--- config.mk ---
export PLATFORM = sky130hd
export DESIGN_NAME = gregorian_date_offset_and_difference_core
export DESIGN_NICKNAME = d
export VERILOG_FILES = /design/src/hw/rtl/gdod_pkg.sv /design/src/hw/rtl/gdod_alu.sv /design/src/hw/rtl/gregorian_date_offset_and_difference_core.sv
export VERILOG_INCLUDE_DIRS = /design/src /design/src/hw/rtl
export SDC_FILE = /design/constraint.sdc
export NUM_CORES = 1
export LEC_CHECK = 0
export BUFFER_PORTS_ARGS = -buffer_cell sky130_fd_sc_hd__buf_2
export CORE_ASPECT_RATIO = 0.9
export CORE_MARGIN = 4
export CORE_UTILIZATION = 60
export CTS_BUF_LIST = sky130_fd_sc_hd__clkbuf_2 sky130_fd_sc_hd__clkbuf_4 sky130_fd_sc_hd__clkbuf_8
export DETAILED_ROUTE_END_ITERATION = 10
export PLACE_DENSITY = 0.8
export SYNTH_ARGS = -nofsm -noshare
export SYNTH_HDL_FRONTEND = slang
export SYNTH_SLANG_ARGS = --single-unit
--- constraint.sdc ---
create_clock -name clk -period 12.2 [get_ports clk]
set_input_delay 0.61 -clock clk [delete_from_list [all_inputs] [get_ports clk]]
set_output_delay 0.61 -clock clk [all_outputs]
set_load 0.01 [all_outputs]
--- src/hw/rtl/gregorian_date_offset_and_difference_core_macros.svh ---
// ----------------------------------------------------------------------------
// Gregorian date core assertion macros
// Clocked, reset-gated property wrappers shared by the date core.
// ----------------------------------------------------------------------------
`ifndef GREGORIAN_DATE_OFFSET_AND_DIFFERENCE_CORE_MACROS_SVH
`define GREGORIAN_DATE_OFFSET_AND_DIFFERENCE_CORE_MACROS_SVH

// same-cycle implication
`define GDOD_ASSERT_IMP(label, ante, cons, msg) \
  label: assert property (@(posedge clk) disable iff (rst) (ante) |-> (cons)) else $error(msg);

// next-cycle implication
`define GDOD_ASSERT_NXT(label, ante, cons, msg) \
  label: assert property (@(posedge clk) disable iff (rst) (ante) |=> (cons)) else $error(msg);

`endif

--- src/hw/rtl/gdod_pkg.sv ---
// ----------------------------------------------------------------------------
// gdod_pkg
// Types, calendar constants and table functions of the Gregorian date core.
// ----------------------------------------------------------------------------
package gdod_pkg;

  // day accumulator width (signed), holds day numbers since 0000-01-01 +/- offset
  localparam int ACC_W = 24;

  localparam logic [11:0] MIN_YEAR  = 12'd1900;
  localparam logic [3:0]  MONTH_JAN = 4'd1;
  localparam logic [3:0]  MONTH_FEB = 4'd2;
  localparam logic [3:0]  MONTH_DEC = 4'd12;

  localparam logic [11:0] YEARS_400 = 12'd400;
  localparam logic [11:0] YEARS_100 = 12'd100;
  localparam logic [11:0] YEARS_4   = 12'd4;

  localparam logic signed [ACC_W-1:0] DAYS_400Y       = 24'sd146097;
  localparam logic signed [ACC_W-1:0] DAYS_CENT_LONG  = 24'sd36525;
  localparam logic signed [ACC_W-1:0] DAYS_CENT_SHORT = 24'sd36524;
  localparam logic signed [ACC_W-1:0] DAYS_4Y_LONG    = 24'sd1461;
  localparam logic signed [ACC_W-1:0] DAYS_4Y_SHORT   = 24'sd1460;
  localparam logic signed [ACC_W-1:0] DAYS_LEAP_YEAR  = 24'sd366;
  localparam logic signed [ACC_W-1:0] DAYS_YEAR       = 24'sd365;

  localparam logic signed [ACC_W-1:0] DIFF_MAX = 24'sd1048575;
  localparam logic signed [ACC_W-1:0] DIFF_MIN = -24'sd1048576;

  typedef enum logic {
    ALU_ADD = 1'b0,
    ALU_SUB = 1'b1
  } alu_op_t;

  typedef enum logic [15:0] {
    S_IDLE = 16'h0001,
    S_Y400 = 16'h0002,
    S_Y100 = 16'h0004,
    S_Y4   = 16'h0008,
    S_Y1   = 16'h0010,
    S_MD   = 16'h0020,
    S_OFF  = 16'h0040,
    S_LO   = 16'h0080,
    S_HI   = 16'h0100,
    S_SUB  = 16'h0200,
    S_D400 = 16'h0400,
    S_D100 = 16'h0800,
    S_D4   = 16'h1000,
    S_D1   = 16'h2000,
    S_DMON = 16'h4000,
    S_DONE = 16'h8000
  } state_t;

  // days from 0000-01-01 to the first of year y (proleptic Gregorian), elaboration only
  function automatic int days_to_year(input int y);
    return 365 * y + (y + 3) / 4 - (y + 99) / 100 + (y + 399) / 400;
  endfunction

  // days in the months before month m of a common year
  function automatic logic [8:0] cum_days(input logic [3:0] m);
    logic [8:0] c;
    case (m)
      4'd1:    c = 9'd0;
      4'd2:    c = 9'd31;
      4'd3:    c = 9'd59;
      4'd4:    c = 9'd90;
      4'd5:    c = 9'd120;
      4'd6:    c = 9'd151;
      4'd7:    c = 9'd181;
      4'd8:    c = 9'd212;
      4'd9:    c = 9'd243;
      4'd10:   c = 9'd273;
      4'd11:   c = 9'd304;
      4'd12:   c = 9'd334;
      default: c = 9'd0;
    endcase
    return c;
  endfunction

  // length of month m, zero for a month outside 1..12
  function automatic logic [4:0] month_len(input logic [3:0] m, input logic leap);
    logic [4:0] n;
    case (m)
      4'd1, 4'd3, 4'd5, 4'd7, 4'd8, 4'd10, 4'd12: n = 5'd31;
      4'd4, 4'd6, 4'd9, 4'd11:                    n = 5'd30;
      4'd2:                                       n = leap ? 5'd29 : 5'd28;
      default:                                    n = 5'd0;
    endcase
    return n;
  endfunction

endpackage

--- src/hw/rtl/gdod_alu.sv ---
// ----------------------------------------------------------------------------
// gdod_alu
// Shared signed add/subtract unit of the date core; sign gives the compare.
// ----------------------------------------------------------------------------
module gdod_alu
  import gdod_pkg::*;
(
  input  alu_op_t                 op,
  input  logic signed [ACC_W-1:0] a,
  input  logic signed [ACC_W-1:0] b,
  output logic signed [ACC_W-1:0] res,
  output logic                    neg
);

  always_comb begin
    if (op == ALU_SUB) begin
      res = a - b;
    end else begin
      res = a + b;
    end
    neg = res[ACC_W-1];
  end

endmodule

--- src/hw/rtl/gregorian_date_offset_and_difference_core.sv ---
// ----------------------------------------------------------------------------
// Sequencing: each item is a year/month walk of the shared adder: one 400-year,
// century, 4-year, year or month step per cycle, two date conversions for op 1.
// Throughput: one item at a time; a new item is taken in the cycle after the
// result is parked in the output register. rst (sync, active high) clears
// sequencer and output valid; no clearing pass.
// ----------------------------------------------------------------------------
// gregorian_date_offset_and_difference_core
// Gregorian date arithmetic: move date A by a signed day count (op 0) or give
// the day difference A minus B (op 1), plus compare and validity flags.
// ----------------------------------------------------------------------------
`include "gregorian_date_offset_and_difference_core_macros.svh"

module gregorian_date_offset_and_difference_core
  import gdod_pkg::*;
#(
  parameter int MAX_YEAR = 4095
) (
  input  logic        clk,
  input  logic        rst,
  // input item
  input  logic        s_tvalid,
  output logic        s_tready,
  // a_year[11:0] a_month[15:12] a_day[20:16] b_year[32:21] b_month[36:33]
  // b_day[41:37] offset_days[62:42] zero[63]
  input  logic [63:0] s_tdata,
  // op[0]
  input  logic        s_tuser,
  // result item
  output logic        m_tvalid,
  input  logic        m_tready,
  // res_year[11:0] res_month[15:12] res_day[20:16] diff_days[41:21]
  // a_before_b[42] a_equals_b[43] a_valid[44] out_of_range[45] zero[47:46]
  output logic [47:0] m_tdata
);

  // res_year is 12 bits, so the top supported year clips at 4095
  localparam int TOP_YEAR = (MAX_YEAR > 4095) ? 4095 : MAX_YEAR;
  localparam logic signed [ACC_W-1:0] LO_DAY = ACC_W'(days_to_year(int'(MIN_YEAR)));
  localparam logic signed [ACC_W-1:0] HI_DAY = ACC_W'(days_to_year(TOP_YEAR + 1) - 1);

  state_t state, state_next;

  // captured item
  logic               op;
  logic [11:0]        a_year, b_year;
  logic [3:0]         a_month, b_month;
  logic [4:0]         a_day, b_day;
  logic signed [20:0] offset_days;

  // working registers
  logic signed [ACC_W-1:0] acc;     // day accumulator / remainder
  logic signed [ACC_W-1:0] ra;      // day number of A during op 1
  logic [11:0]             yr;      // years left (to days) or years found (to date)
  logic [1:0]              cent;    // century within 400-year cycle
  logic [4:0]              quad;    // 4-year block within century
  logic [1:0]              yidx;    // year within 4-year block
  logic [3:0]              mon;
  logic                    leap;
  logic                    cur_b;   // converting date B
  logic                    moved;
  logic                    oor;
  logic                    a_valid;

  // shared unit
  alu_op_t                 alu_op;
  logic signed [ACC_W-1:0] alu_a, alu_b, alu_res;
  logic                    alu_neg;

  gdod_alu u_alu (
    .op  (alu_op),
    .a   (alu_a),
    .b   (alu_b),
    .res (alu_res),
    .neg (alu_neg)
  );

  // calendar position inside the 400-year cycle
  logic                    short_quad;
  logic                    leap_cur;
  logic signed [ACC_W-1:0] cent_len, quad_len, year_len, mon_len;

  always_comb begin
    short_quad = (quad == 5'd0) && (cent != 2'd0);
    leap_cur   = (yidx == 2'd0) && !short_quad;
    cent_len   = (cent == 2'd0) ? DAYS_CENT_LONG : DAYS_CENT_SHORT;
    quad_len   = short_quad ? DAYS_4Y_SHORT : DAYS_4Y_LONG;
    year_len   = leap_cur ? DAYS_LEAP_YEAR : DAYS_YEAR;
    mon_len    = ACC_W'(month_len(mon, leap));
  end

  // month and day term of the date under conversion: cum days + leap + day - 1
  logic [3:0]         cur_m;
  logic [4:0]         cur_d;
  logic               leap_adj;
  logic signed [10:0] md_term;
  logic               valid_now;

  always_comb begin
    cur_m     = cur_b ? b_month : a_month;
    cur_d     = cur_b ? b_day : a_day;
    leap_adj  = leap && (cur_m > MONTH_FEB);
    md_term   = $signed({2'b00, cum_days(cur_m)}) + $signed({10'd0, leap_adj})
              + $signed({6'd0, cur_d}) - 11'sd1;
    valid_now = (a_year >= MIN_YEAR) && (a_month >= MONTH_JAN) && (a_month <= MONTH_DEC)
             && (a_day != 5'd0) && (a_day <= month_len(a_month, leap));
  end

  // operand select: Y* states add, D* states trial-subtract
  always_comb begin
    alu_op = ALU_SUB;
    alu_a  = acc;
    alu_b  = '0;
    case (state)
      S_Y400: begin
        alu_op = ALU_ADD;
        alu_b  = DAYS_400Y;
      end
      S_Y100: begin
        alu_op = ALU_ADD;
        alu_b  = cent_len;
      end
      S_Y4: begin
        alu_op = ALU_ADD;
        alu_b  = quad_len;
      end
      S_Y1: begin
        alu_op = ALU_ADD;
        alu_b  = year_len;
      end
      S_MD: begin
        alu_op = ALU_ADD;
        alu_b  = {{(ACC_W-11){md_term[10]}}, md_term};
      end
      S_OFF: begin
        alu_op = ALU_ADD;
        alu_b  = {{(ACC_W-21){offset_days[20]}}, offset_days};
      end
      S_LO:   alu_b = LO_DAY;
      S_HI: begin
        alu_a = HI_DAY;
        alu_b = acc;
      end
      S_SUB: begin
        alu_a = ra;
        alu_b = acc;
      end
      S_D400: alu_b = DAYS_400Y;
      S_D100: alu_b = cent_len;
      S_D4:   alu_b = quad_len;
      S_D1:   alu_b = year_len;
      S_DMON: alu_b = mon_len;
      default: alu_b = '0;
    endcase
  end

  logic out_free;
  assign out_free = !m_tvalid || m_tready;
  assign s_tready = (state == S_IDLE);

  // sequencer
  always_comb begin
    state_next = state;
    case (state)
      S_IDLE: if (s_tvalid) begin
        state_next = S_Y400;
      end
      S_Y400: if (yr < YEARS_400) begin
        state_next = S_Y100;
      end
      S_Y100: if (yr < YEARS_100) begin
        state_next = S_Y4;
      end
      S_Y4: if (yr < YEARS_4) begin
        state_next = S_Y1;
      end
      S_Y1: if (yr == 12'd0) begin
        state_next = S_MD;
      end
      S_MD: begin
        if (cur_b) begin
          state_next = S_SUB;
        end else if (op) begin
          state_next = S_Y400;
        end else if (valid_now) begin
          state_next = S_OFF;
        end else begin
          state_next = S_DONE;
        end
      end
      S_OFF:  state_next = S_LO;
      S_LO:   state_next = alu_neg ? S_DONE : S_HI;
      S_HI:   state_next = alu_neg ? S_DONE : S_D400;
      S_SUB:  state_next = S_DONE;
      S_D400: if (alu_neg) begin
        state_next = S_D100;
      end
      S_D100: if (alu_neg || cent == 2'd3) begin
        state_next = S_D4;
      end
      S_D4: if (alu_neg) begin
        state_next = S_D1;
      end
      S_D1: if (alu_neg || yidx == 2'd3) begin
        state_next = S_DMON;
      end
      S_DMON: if (alu_neg || mon == MONTH_DEC) begin
        state_next = S_DONE;
      end
      S_DONE: if (out_free) begin
        state_next = S_IDLE;
      end
      default: state_next = S_IDLE;
    endcase
  end

  always_ff @(posedge clk) begin
    if (rst) begin
      state <= S_IDLE;
    end else begin
      state <= state_next;
    end
  end

  // datapath
  always_ff @(posedge clk) begin
    case (state)
      S_IDLE: if (s_tvalid) begin
        op          <= s_tuser;
        a_year      <= s_tdata[11:0];
        a_month     <= s_tdata[15:12];
        a_day       <= s_tdata[20:16];
        b_year      <= s_tdata[32:21];
        b_month     <= s_tdata[36:33];
        b_day       <= s_tdata[41:37];
        offset_days <= $signed(s_tdata[62:42]);
        acc         <= '0;
        yr          <= s_tdata[11:0];
        cent        <= '0;
        quad        <= '0;
        yidx        <= '0;
        cur_b       <= 1'b0;
        moved       <= 1'b0;
        oor         <= 1'b0;
      end
      S_Y400: if (yr >= YEARS_400) begin
        acc <= alu_res;
        yr  <= yr - YEARS_400;
      end
      S_Y100: if (yr >= YEARS_100) begin
        acc  <= alu_res;
        yr   <= yr - YEARS_100;
        cent <= cent + 2'd1;
      end
      S_Y4: if (yr >= YEARS_4) begin
        acc  <= alu_res;
        yr   <= yr - YEARS_4;
        quad <= quad + 5'd1;
      end
      S_Y1: begin
        if (yr != 12'd0) begin
          acc  <= alu_res;
          yr   <= yr - 12'd1;
          yidx <= yidx + 2'd1;
        end else begin
          leap <= leap_cur;
        end
      end
      S_MD: begin
        if (!cur_b) begin
          a_valid <= valid_now;
        end
        if (!cur_b && op) begin
          // park A, start over on B
          ra    <= alu_res;
          acc   <= '0;
          yr    <= b_year;
          cent  <= '0;
          quad  <= '0;
          yidx  <= '0;
          cur_b <= 1'b1;
        end else begin
          acc <= alu_res;
        end
      end
      S_OFF: acc <= alu_res;
      S_LO: if (alu_neg) begin
        oor <= 1'b1;
      end
      S_HI: begin
        if (alu_neg) begin
          oor <= 1'b1;
        end else begin
          yr   <= '0;
          cent <= '0;
          quad <= '0;
          yidx <= '0;
        end
      end
      S_SUB: acc <= alu_res;
      S_D400: if (!alu_neg) begin
        acc <= alu_res;
        yr  <= yr + YEARS_400;
      end
      S_D100: if (!alu_neg && cent != 2'd3) begin
        acc  <= alu_res;
        yr   <= yr + YEARS_100;
        cent <= cent + 2'd1;
      end
      S_D4: if (!alu_neg) begin
        acc  <= alu_res;
        yr   <= yr + YEARS_4;
        quad <= quad + 5'd1;
      end
      S_D1: begin
        if (!alu_neg && yidx != 2'd3) begin
          acc  <= alu_res;
          yr   <= yr + 12'd1;
          yidx <= yidx + 2'd1;
        end else begin
          leap <= leap_cur;
          mon  <= MONTH_JAN;
        end
      end
      S_DMON: begin
        if (!alu_neg && mon != MONTH_DEC) begin
          acc <= alu_res;
          mon <= mon + 4'd1;
        end else begin
          moved <= 1'b1;
        end
      end
      default: ;
    endcase
  end

  // result assembly
  logic [11:0] res_year;
  logic [3:0]  res_month;
  logic [4:0]  res_day;
  logic [20:0] diff_days;
  logic        a_before_b, a_equals_b, months_ok;

  always_comb begin
    res_year   = moved ? yr : a_year;
    res_month  = moved ? mon : a_month;
    res_day    = moved ? (acc[4:0] + 5'd1) : a_day;
    months_ok  = (a_month >= MONTH_JAN) && (a_month <= MONTH_DEC)
              && (b_month >= MONTH_JAN) && (b_month <= MONTH_DEC);
    if (!op || !months_ok) begin
      diff_days = '0;
    end else if (acc > DIFF_MAX) begin
      diff_days = DIFF_MAX[20:0];
    end else if (acc < DIFF_MIN) begin
      diff_days = DIFF_MIN[20:0];
    end else begin
      diff_days = acc[20:0];
    end
    a_equals_b = (a_year == b_year) && (a_month == b_month) && (a_day == b_day);
    a_before_b = (a_year < b_year)
              || ((a_year == b_year) && ((a_month < b_month)
              || ((a_month == b_month) && (a_day < b_day))));
  end

  // output register, parks one result so the next item can be taken
  always_ff @(posedge clk) begin
    if (rst) begin
      m_tvalid <= 1'b0;
    end else if (state == S_DONE && out_free) begin
      m_tvalid <= 1'b1;
    end else if (m_tready) begin
      m_tvalid <= 1'b0;
    end
  end

  always_ff @(posedge clk) begin
    if (state == S_DONE && out_free) begin
      m_tdata <= {2'b00, oor, a_valid, a_equals_b, a_before_b, diff_days,
                  res_day, res_month, res_year};
    end
  end

  // checks
  `GDOD_ASSERT_NXT(a_accept_starts, s_tvalid && s_tready, state != S_IDLE, "item not started")
  `GDOD_ASSERT_NXT(a_done_loads, state == S_DONE && out_free, m_tvalid, "result not presented")
  `GDOD_ASSERT_IMP(a_oor_flags, m_tvalid && m_tdata[45], m_tdata[44] && !(|m_tdata[41:21]), "oor")

endmodule
After elaboration in Yosys (flattened, before gate mapping):

Memories as Yosys holds them, arrays and structs flattened.
Cells that the tools add are included.

* bits in registers: 205
* ROM bits: 144
* bits of input ports: 69
* output and inout port bits: 50
* logic and storage cells: 302
* memories: 1

Memories
* (no name shown): depth 16, bits a word 9, read ports 1, clocked after Yosys merged registers in 0, write ports 0, line gdod_pkg.sv:62 `case (m)`

* $add $sub $neg: 18
* order comparisons: 18
* equality and inequality tests: 75
* mux-type cells: 86
* bitwise logic cells: 1
* reduce and logical (&&, ||, !) cells: 78

Operator list (number)
* two-way mux 24 bit: 11
* one-hot mux 24 bit (11 select lines): 1
* two-way mux 16 bit: 16
* one-hot mux 16 bit (16 select lines): 1
* one-hot mux 24 bit (9 select lines): 1
* two-way mux 12 bit: 12
* one-hot mux 12 bit (11 select lines): 1
* != test 2 bit (second input constant): 28
* one-hot mux 24 bit (2 select lines): 1
* equality test 4 bit (second input constant): 10
* two-way mux 5 bit: 7
* equality test 4 x 3 -> 1 bit (second input constant): 8
* one-hot mux 5 bit (3 select lines): 2
* one-hot mux 5 bit (5 select lines): 1
* adder 24 bit: 1
* > comparator 24 x 21 -> 1 bit (second input constant): 1
* < comparator 24 x 21 -> 1 bit (second input constant): 1
* subtractor 24 bit: 1
* nonzero test 11 bit: 2
* two-way mux 21 bit: 1
* two-way mux 20 bit: 1
* one-hot mux 2 bit (5 select lines): 2
* nonzero test 5 bit: 4
* logical AND 1 bit: 19
* 75 further kinds: 143

Depth between registers and ports, before layout:

Gate-level depths: netlist of the first run.

* depth in word-level cells: 13
* gate-level depth with buffers: 36
* mapped depth without buffers: 34

Modules after synthesis:

Synthesis of the first run repeated with hierarchy kept, for this count alone.

* cell total of the unflattened synthesis: 1372
* area total of the unflattened synthesis: 13935.9 sq um

Modules (own cells, without submodules)
* gregorian_date_offset_and_difference_core: times used 1, cells an instance 1124, area an instance 12201.7 sq um, seq. area each 5985.7 sq um
* gdod_alu: times used 1, cells an instance 248, area an instance 1734.2 sq um, seq. area each 0.0 sq um

Worst setup path before layout of the first run:

Ideal clock, no wire load.

* path kind: reg-to-reg
* start: register cur_b
* end: register acc[0] (enable)
* library setup time: 0.466 ns
* data arrival time: 9.163 ns
* required time: 11.734 ns
* slack: 2.571 ns
* stages on the path, launching flop included: 35
* buffers on the path: 2
* clock period less this slack: 9.629 ns
* cell sequence: edfxtp_1 buf_2 buf_1 nand2_1 a21boi_0 ha_1 nor2_1 nor3_1 nor2_1 ha_1 inv_1 fa_1 a211oi_1 o21ai_0 a21oi_1 xnor2_1 a21oi_1 nand3_2 or2_1 nor2_1 nand2_1 mux2i_1 a21o_1 ha_1 nand2_1 nand2b_1 or3_1 nor3_1 o21ai_0 a221oi_1 nand2_1 a211o_2 a21oi_1 a22oi_1 nor4_1

* word-level cells in the longest chain between the ends: 13
* elaborated cells between the ends (all ways): 21
* classes of those cells: 5 x add/sub; 1 x order compare; 4 x eq/ne; 4 x mux; 6 x reduce/logical; 1 x memory

RTL lines
* start, declared: line gregorian_date_offset_and_difference_core.sv:60 `logic cur_b;`
* start signal, assigned: line gregorian_date_offset_and_difference_core.sv:242 `cur_b <= 1'b0;`
* start signal, assigned: line gregorian_date_offset_and_difference_core.sv:281 `cur_b <= 1'b1;`
* two-way mux 4 bit: line gregorian_date_offset_and_difference_core.sv:100 `cur_m = cur_b ? b_month : a_month;`
* > comparator 4 x 2 -> 1 bit: line gregorian_date_offset_and_difference_core.sv:102 `leap_adj = leap && (cur_m > MONTH_FEB);`
* logical AND 1 bit: line gregorian_date_offset_and_difference_core.sv:102
* adder 9 x 1 -> 10 bit: line gregorian_date_offset_and_difference_core.sv:103 `md_term = $signed({2'b00, cum_days(cur_m)}) + $signed({10'd0, leap_adj})`
* adder 10 x 5 -> 11 bit (*): line gregorian_date_offset_and_difference_core.sv:104 `+ $signed({6'd0, cur_d}) - 11'sd1;`
* subtractor 11 x 2 -> 11 bit (*): line gregorian_date_offset_and_difference_core.sv:104
* one-hot mux 24 bit (9 select lines) (*): line gregorian_date_offset_and_difference_core.sv:114 `case (state)`
* subtractor 24 bit or adder 24 bit (tied branches): line gdod_alu.sv:17, gdod_alu.sv:19
* two-way mux 24 bit (*): line gdod_alu.sv:16 `if (op == ALU_SUB) begin`
* logical NOT 1 bit: line gregorian_date_offset_and_difference_core.sv:305, gregorian_date_offset_and_difference_core.sv:316, gregorian_date_offset_and_difference_core.sv:326
* logical AND 1 bit, on equally long branches: line gregorian_date_offset_and_difference_core.sv:326, gregorian_date_offset_and_difference_core.sv:305, gregorian_date_offset_and_difference_core.sv:316
* != test 2 bit (no line)
* AND reduction 10 bit (no line) (*)
* end signal, assigned: line gregorian_date_offset_and_difference_core.sv:306 `acc <= alu_res;`
* end signal, assigned: line gregorian_date_offset_and_difference_core.sv:317 `acc <= alu_res;`
* end signal, assigned: line gregorian_date_offset_and_difference_core.sv:327 `acc <= alu_res;`
* end, declared: line gregorian_date_offset_and_difference_core.sv:52 `logic signed [ACC_W-1:0] acc;`

Mark *: on every way between the ends. The rest lies on a longest branch, timed or not.
A chain may end at the register's enable or synchronous reset.

Worst setup path after layout of the first run:

* start: register cur_b
* end: register acc[20] (enable)

Same word-level chain as after synthesis.

==> flow_summary_export.csv, run 1 <==
group,metric,value,unit
outcome,outcome,"completed",
grt,antenna_found_initial,0,
synthesis,synth_top_cell_by_area,"edfxtp_1",
place,port_buffers,115,
grt,grt_overflow,0,
place,place_inst,1778,
clocking,cts_buffer_depth,3,
clocking,cts_tree,"built",
detailed_routing,dr.pass1.iters,6,
clocking,cts_sinks,205,
finish,layoutNonFillerInstCount,1845,
finish,multi_input_area,0.00761,mm²
synthesis,async_flop_share,0,%
place,gp_congestion,0.967,
die,die_y,154,µm
synthesis,yosys_warnings,0,
detailed_routing,drt_iter0_drc,1929,
finish,diodes,0,
clocking,cts_setup_buffers,0,
synthesis,netlist_area,0.0142,mm²
timing,hold_viol_final,0,
grt,first_global_vias,11577,
synthesis,synth_ff_type,"edfxtp_1",
clocking,clkSlewWorstSetupHoldPaths,0.06,ns
worst_setup_path,crit_fanout,24,
synthesis,ys_top_cells_by_area,"edfxtp_1, ha_1, nor2_1",
worst_setup_path,critPathSlowestCell,"edfxtp_1",
synthesis,post_synth_num_cell_types,107,
finish,regArea,0.00599,mm²
worst_setup_path,critical_path_class,"reg2reg",
worst_setup_path,cp-start-kind,"flip-flop",
finish,fillers,1750,
clocking,postCtsHoldBufs,0,
finish,drive_above_1_share,17.0,%
synthesis,synth_top_area_share,39.8,%
detailed_routing,drc,0,
synthesis,synth-edff-count,188,
clocking,htreeDepth,2,
timing,worst_pin_slew,1.20,ns
die,die-area,0.0261,mm²
worst_setup_path,worstPathRequired,12.38,ns
detailed_routing,vias,12125,
synthesis,ys_ff_latch,205,
power_and_ir_drop,p_leak,6.57,nW
grt,track_usage,31.5,%
power_and_ir_drop,finalPower,2.58,mW
clocking,cts_buffers,38,
detailed_routing,wl,41700,µm
die,placementRows,53,
timing,fin_crit_sh,78.5,%
place,dpl.hpwl,30200,µm
detailed_routing,via_per_inst,6.57,
flow_run,drv_cap,0,
power_and_ir_drop,ir_drop,0.136,mV
die,io_pins,119,
synthesis,avgSynthCellArea,10.0,µm²
timing,final.setup.worst_slack,2.63,ns
timing,rsz0062_at_grt,"false",
worst_setup_path,crit_top_cell,"ha_1",
finish,nets,1693,
worst_setup_path,max_stage_delay,0.77,ns
synthesis,yosysSeqAreaShare,42.2,%
detailed_routing,wl_per_cell,22.6,µm
die,start_util,60.9,%
clocking,cts_root_buf,"clkbuf_8",
worst_setup_path,crit_path_end_kind,"flip-flop",
worst_setup_path,cp.arrival,9.75,ns
clocking,cts_resized,0,
place,placed_area,0.0150,mm²
grt,grt_pass1_wl,65100,µm
timing,min_period,9.57,ns
place,pre_cts_ws,2.97,ns
min_path,min_path_type,"in2reg",
timing,timing.fmax,104,MHz
die,die_width,170,µm
power_and_ir_drop,powerDensity,163,mW/mm²
timing,fin_skew,0.0341,ns
timing,maxSlewViolCount,0,
finish,area_delta_synth_final,11.7,%
synthesis,synthCells,1410,
detailed_routing,ant_nets,0,
timing,maxSlewHeadroom,19.6,%
timing,setup_tns,0,ns
timing,setup_viol,0,
clocking,clk_latency,0.55,ns
die,fp.coreArea,0.0233,mm²
grt,grt_max_degree,34,
finish,postLayoutCellArea,0.0158,mm²
critical path: cells and delay by family, from the launching register on:
family | cells | cell delay (ns)
multiplexers | 2 | 0.82
AND/OR/NAND/NOR | 12 | 2.90
AO/OA/AOI/OAI | 11 | 2.94
adder cells (fa/ha/maj) | 4 | 1.05
buffers and inverters | 3 | 0.70
flip-flops | 1 | 0.77
worst paths after layout:
| check | start | slack (ns) | cells after the start | endpoint |
|---|---|---|---|---|
| worst min-delay path | s_tdata[33] | 0.24 | 1 | b_month[0]$_DFFE_PP_ |
| worst max-delay path | cur_b$_DFFE_PP_ | 2.63 | 32 | acc[20]$_DFFE_PP_ |
| worst min register to register | a_valid$_DFFE_PP_ | 0.42 | 0 | m_tdata[44]$_DFFE_PP_ |
| worst max register to register | cur_b$_DFFE_PP_ | 2.63 | 32 | acc[20]$_DFFE_PP_ |
cell usage after synthesis, types with 33 or more instances:
| cell | n |
|---|---|
| nor3_1 | 41 |
| edfxtp_1 | 188 |
| inv_1 | 84 |
| o21ai_0 | 55 |
| ha_1 | 105 |
| xor2_1 | 35 |
| nor2b_1 | 36 |
| clkbuf_1 | 33 |
| nand2_1 | 94 |
| a21oi_1 | 83 |
| nor2_1 | 111 |
| nand3_1 | 44 |
| xnor2_1 | 36 |
state kept, by name (all words and copies together) (netlist names), 2 cells and up:
register and count:
acc 24, mon 4, b_day 5, state 16
ra 24, b_year 12, yidx 2, cent 2
a_day 5, a_month 4, m_tdata 46, yr 12
a_year 12, b_month 4, offset_days 21, quad 5
metrics by stage:
step                      util [%]  hold WS [ns]
final                         68.0         0.237
after global routing          68.0         0.213
after CTS                     68.0         0.221
after detailed placement      64.3         0.406
after global placement        64.3         0.404
after floorplan                  -         0.400
layout make-up:
type                            count  share of cell area, %
Inverter                           86                   2.06
Clock inverter                     21                   1.76
Sequential cell                   205                   37.8
Clock buffer                       46                   3.72
Multi-Input combinational cell   1059                   48.1
Timing Repair Buffer              126                   4.16
Tap cell                          302                   2.39
per-layer routing:
metal,wire length [µm],track usage [%]
met5,0,0
met4,1180,8.78
met3,4710,6.35
met2,17800,46.1
met1,18000,47.8
where the power goes:
| group | internal, mW | switching [mW] | total (mW) |
|---|---|---|---|
| logic | 0.340 | 0.486 | 0.826 |
| registers | 0.872 | 0.101 | 0.973 |
| clock network | 0.469 | 0.309 | 0.778 |
| total | 1.68 | 0.896 | 2.58 |
placed cells by master (no fill, tap or decap), drive strengths merged, types with 30 or more instances in the layout:
master / synthesis / routed
a21oi: 84 / 84
buf: 26 / 126
clkbuf: 35 / 46
edfxtp: 188 / 188
ha: 105 / 105
inv: 85 / 86
nand2: 95 / 95
nand3: 45 / 45
nor2: 113 / 113
nor2b: 36 / 36
nor3: 42 / 42
nor4: 30 / 30
o21ai: 62 / 62
xnor2: 36 / 36
xor2: 35 / 35
cell families after synthesis:
group | Yosys count | share of synthesized area [%]
simple gates | 487 | 19.0
other cells | 1 | 0.0265
fa+ha+maj | 108 | 9.70
compound gates | 363 | 18.1
flops | 205 | 42.2
xor+xnor | 71 | 4.39
buf+inv | 147 | 4.30
mux | 28 | 2.15
Power figures use the tool's default switching activity.
==> run 2, diff against run 1 <==
--- a/config.mk
+++ b/config.mk
@@ -9,7 +9,7 @@
 export BUFFER_PORTS_ARGS = -buffer_cell sky130_fd_sc_hd__buf_2
 export CORE_ASPECT_RATIO = 0.9
 export CORE_MARGIN = 4
-export CORE_UTILIZATION = 60
+export CORE_UTILIZATION = 57
 export CTS_BUF_LIST = sky130_fd_sc_hd__clkbuf_2 sky130_fd_sc_hd__clkbuf_4 sky130_fd_sc_hd__clkbuf_8
 export DETAILED_ROUTE_END_ITERATION = 10
 export PLACE_DENSITY = 0.8
==> constraint.sdc (replaced) <==
create_clock -name clk -period 7.7 [get_ports clk]
set_input_delay 0.385 -clock clk [delete_from_list [all_inputs] [get_ports clk]]
set_output_delay 0.385 -clock clk [all_outputs]
set_load 0.01 [all_outputs]
==> flow_summary_export.csv, run 2 (synthesized netlist as in run 1, its figures left out) <==
group,metric,value,unit
grt,grt_pass1_wl,67900,µm
die,io_pins,119,
clocking,clkSlewWorstSetupHoldPaths,0.06,ns
finish,largest_register_ffs,46,
clocking,cts_buffers,37,
worst_setup_path,critical_path_class,"reg2reg",
worst_setup_path,critPathSlowestCell,"edfxtp_1",
timing,final.setup.worst_slack,0.253,ns
finish,nets,1780,
finish,postLayoutCellArea,0.0168,mm²
min_path,min_path_type,"in2reg",
finish,layout_commonest_cell,"edfxtp_1",
timing,fin_crit_sh,96.7,%
timing,hold_viol_final,0,
place,placed_area,0.0153,mm²
place,gp_congestion,0.957,
die,start_util,58.3,%
worst_setup_path,timing.rr.start,"cur_b$_DFFE_PP_",
place,dpl.hpwl,31500,µm
min_path,hp-start,"s_tdata[29]",
timing,maxSlewHeadroom,16.3,%
clocking,cts_tree,"built",
die,fp.coreArea,0.0243,mm²
clocking,cts_buffer_depth,3,
finish,drive_above_1_share,21.9,%
detailed_routing,vias,12500,
timing,timing.fmax,134,MHz
timing,setup_tns,0,ns
detailed_routing,wl,44700,µm
min_path,holdPathStages,1,
finish,largestRegisters,"m_tdata: 46 flops, acc: 24 flops, ra: 24 flops",
min_path,whs_endpoint,"b_year[8]$_DFFE_PP_",
power_and_ir_drop,finalPower,4.22,mW
worst_setup_path,max_stage_delay,0.49,ns
finish,final_cell_mix,"edfxtp_1, buf_2, nor2_1",
detailed_routing,dr.pass1.iters,6,
grt,track_usage,31.6,%
worst_setup_path,cp-startpoint,"cur_b$_DFFE_PP_",
timing,setup_viol,0,
worst_setup_path,crit_path_end_kind,"flip-flop",
die,die_width,174,µm
grt,grt_overflow,0,
die,die_y,158,µm
outcome,outcome,"completed",
timing,maxSlewViolCount,0,
worst_setup_path,cp.arrival,7.71,ns
flow_run,drv_cap,0,
worst_setup_path,r2r_cells,33,
place,pre_cts_ws,0.0338,ns
timing,fin_skew,0.0292,ns
finish,diodes,0,
power_and_ir_drop,powerDensity,251,mW/mm²
detailed_routing,drt_iter0_drc,1656,
worst_setup_path,crit_top_cell,"buf_4",
detailed_routing,drc,0,
grt,grt_max_degree,47,
clocking,clk_latency,0.56,ns
place,port_buffers,115,
die,placementRows,54,
die,die-area,0.0274,mm²
power_and_ir_drop,ir_drop,0.174,mV
power_and_ir_drop,p_leak,7.05,nW
grt,first_global_vias,12186,
clocking,cts_root_buf,"clkbuf_8",
finish,top_register,"m_tdata",
grt,antenna_found_initial,0,
finish,fin_util,69.0,%
clocking,cts_sinks,205,
detailed_routing,wl_per_cell,23.0,µm
worst_setup_path,worstPathRequired,7.96,ns
timing,min_period,7.45,ns
clocking,htreeDepth,2,
worst_setup_path,crit_fanout,12,
finish,area_delta_synth_final,18.4,%
worst_setup_path,cp-start-kind,"flip-flop",
detailed_routing,via_per_inst,6.44,
timing,worst_pin_slew,1.25,ns
worst_setup_path,r2r_end,"acc[11]$_DFFE_PP_",
worst_setup_path,r2r_slack,0.25,ns
detailed_routing,ant_nets,0,
-- run 2: through the flow --
step	hold slack [ns]	cells
CTS	0.00267	1929
detailed placement	0.434	1828
global placement	0.439	1828
finish	0.0157	1940
global route	0.00160	1940
floorplan	0.400	1411
-- run 2: cell type report --
type | count | area (µm²)
repair buffers | 214 | 1430
well taps | 308 | 385
fillers | 1814 | 7540
clock inverters | 16 | 185
flip-flops and latches | 205 | 5990
inverters | 86 | 325
clock buffers | 52 | 641
multi-input cells | 1059 | 7830
-- run 2: power breakdown --
part           switching [mW]  leakage [nW]  total [mW]  internal, mW
clock network           0.491         0.434        1.17         0.677
logic                   0.845          4.70        1.51         0.666
registers               0.159          1.92        1.54          1.38
total                    1.50          7.05        4.22          2.72
-- run 2: worst max-delay path: cells and delay by family (launching register included) --
kind / cells / cell delay [ns]
buffers and inverters: 7 / 1.16
adders and majority gates: 4 / 1.19
xor gates and xnor gates: 2 / 0.30
DFF: 1 / 0.49
AOI/OAI and AO/OA: 11 / 2.72
muxes: 1 / 0.34
and+or+nand+nor: 8 / 0.96
-- run 2: routing by layer --
| layer | vias to the layer above | wire (µm) | global-route usage, % |
|---|---|---|---|
| met5 | - | 0 | 0 |
| met4 | 0 | 1390 | 10.3 |
| met3 | 119 | 4970 | 8.31 |
| met2 | 731 | 19500 | 48.4 |
| met1 | 5967 | 18800 | 44.1 |
| li1 | 5683 | - | - |
-- run 2: worst max-delay path by stage --
stage	to	cells after the start	slack, ns
floorplan	acc[0]$_DFFE_PP_	33	0.01
global placement	yr[1]$_DFFE_PP_	35	0.14
detailed placement	yr[1]$_DFFE_PP_	33	0.03
CTS	yr[1]$_DFFE_PP_	32	0.04
global route	acc[22]$_DFFE_PP_	33	-0.07
finish	acc[11]$_DFFE_PP_	33	0.25
-- run 2: what timing repair did --
| action | CTS | global route |
|---|---|---|
| endpoints found under the hold margin | 30 | 1 |
| resized for setup | 0 | 43 |
| buffers inserted | 3 | 9 |
| endpoints found under the setup margin | 38 | 64 |
| hold buffers | 30 | 1 |
| gates cloned | 0 | 1 |
| pin swaps | 0 | 23 |
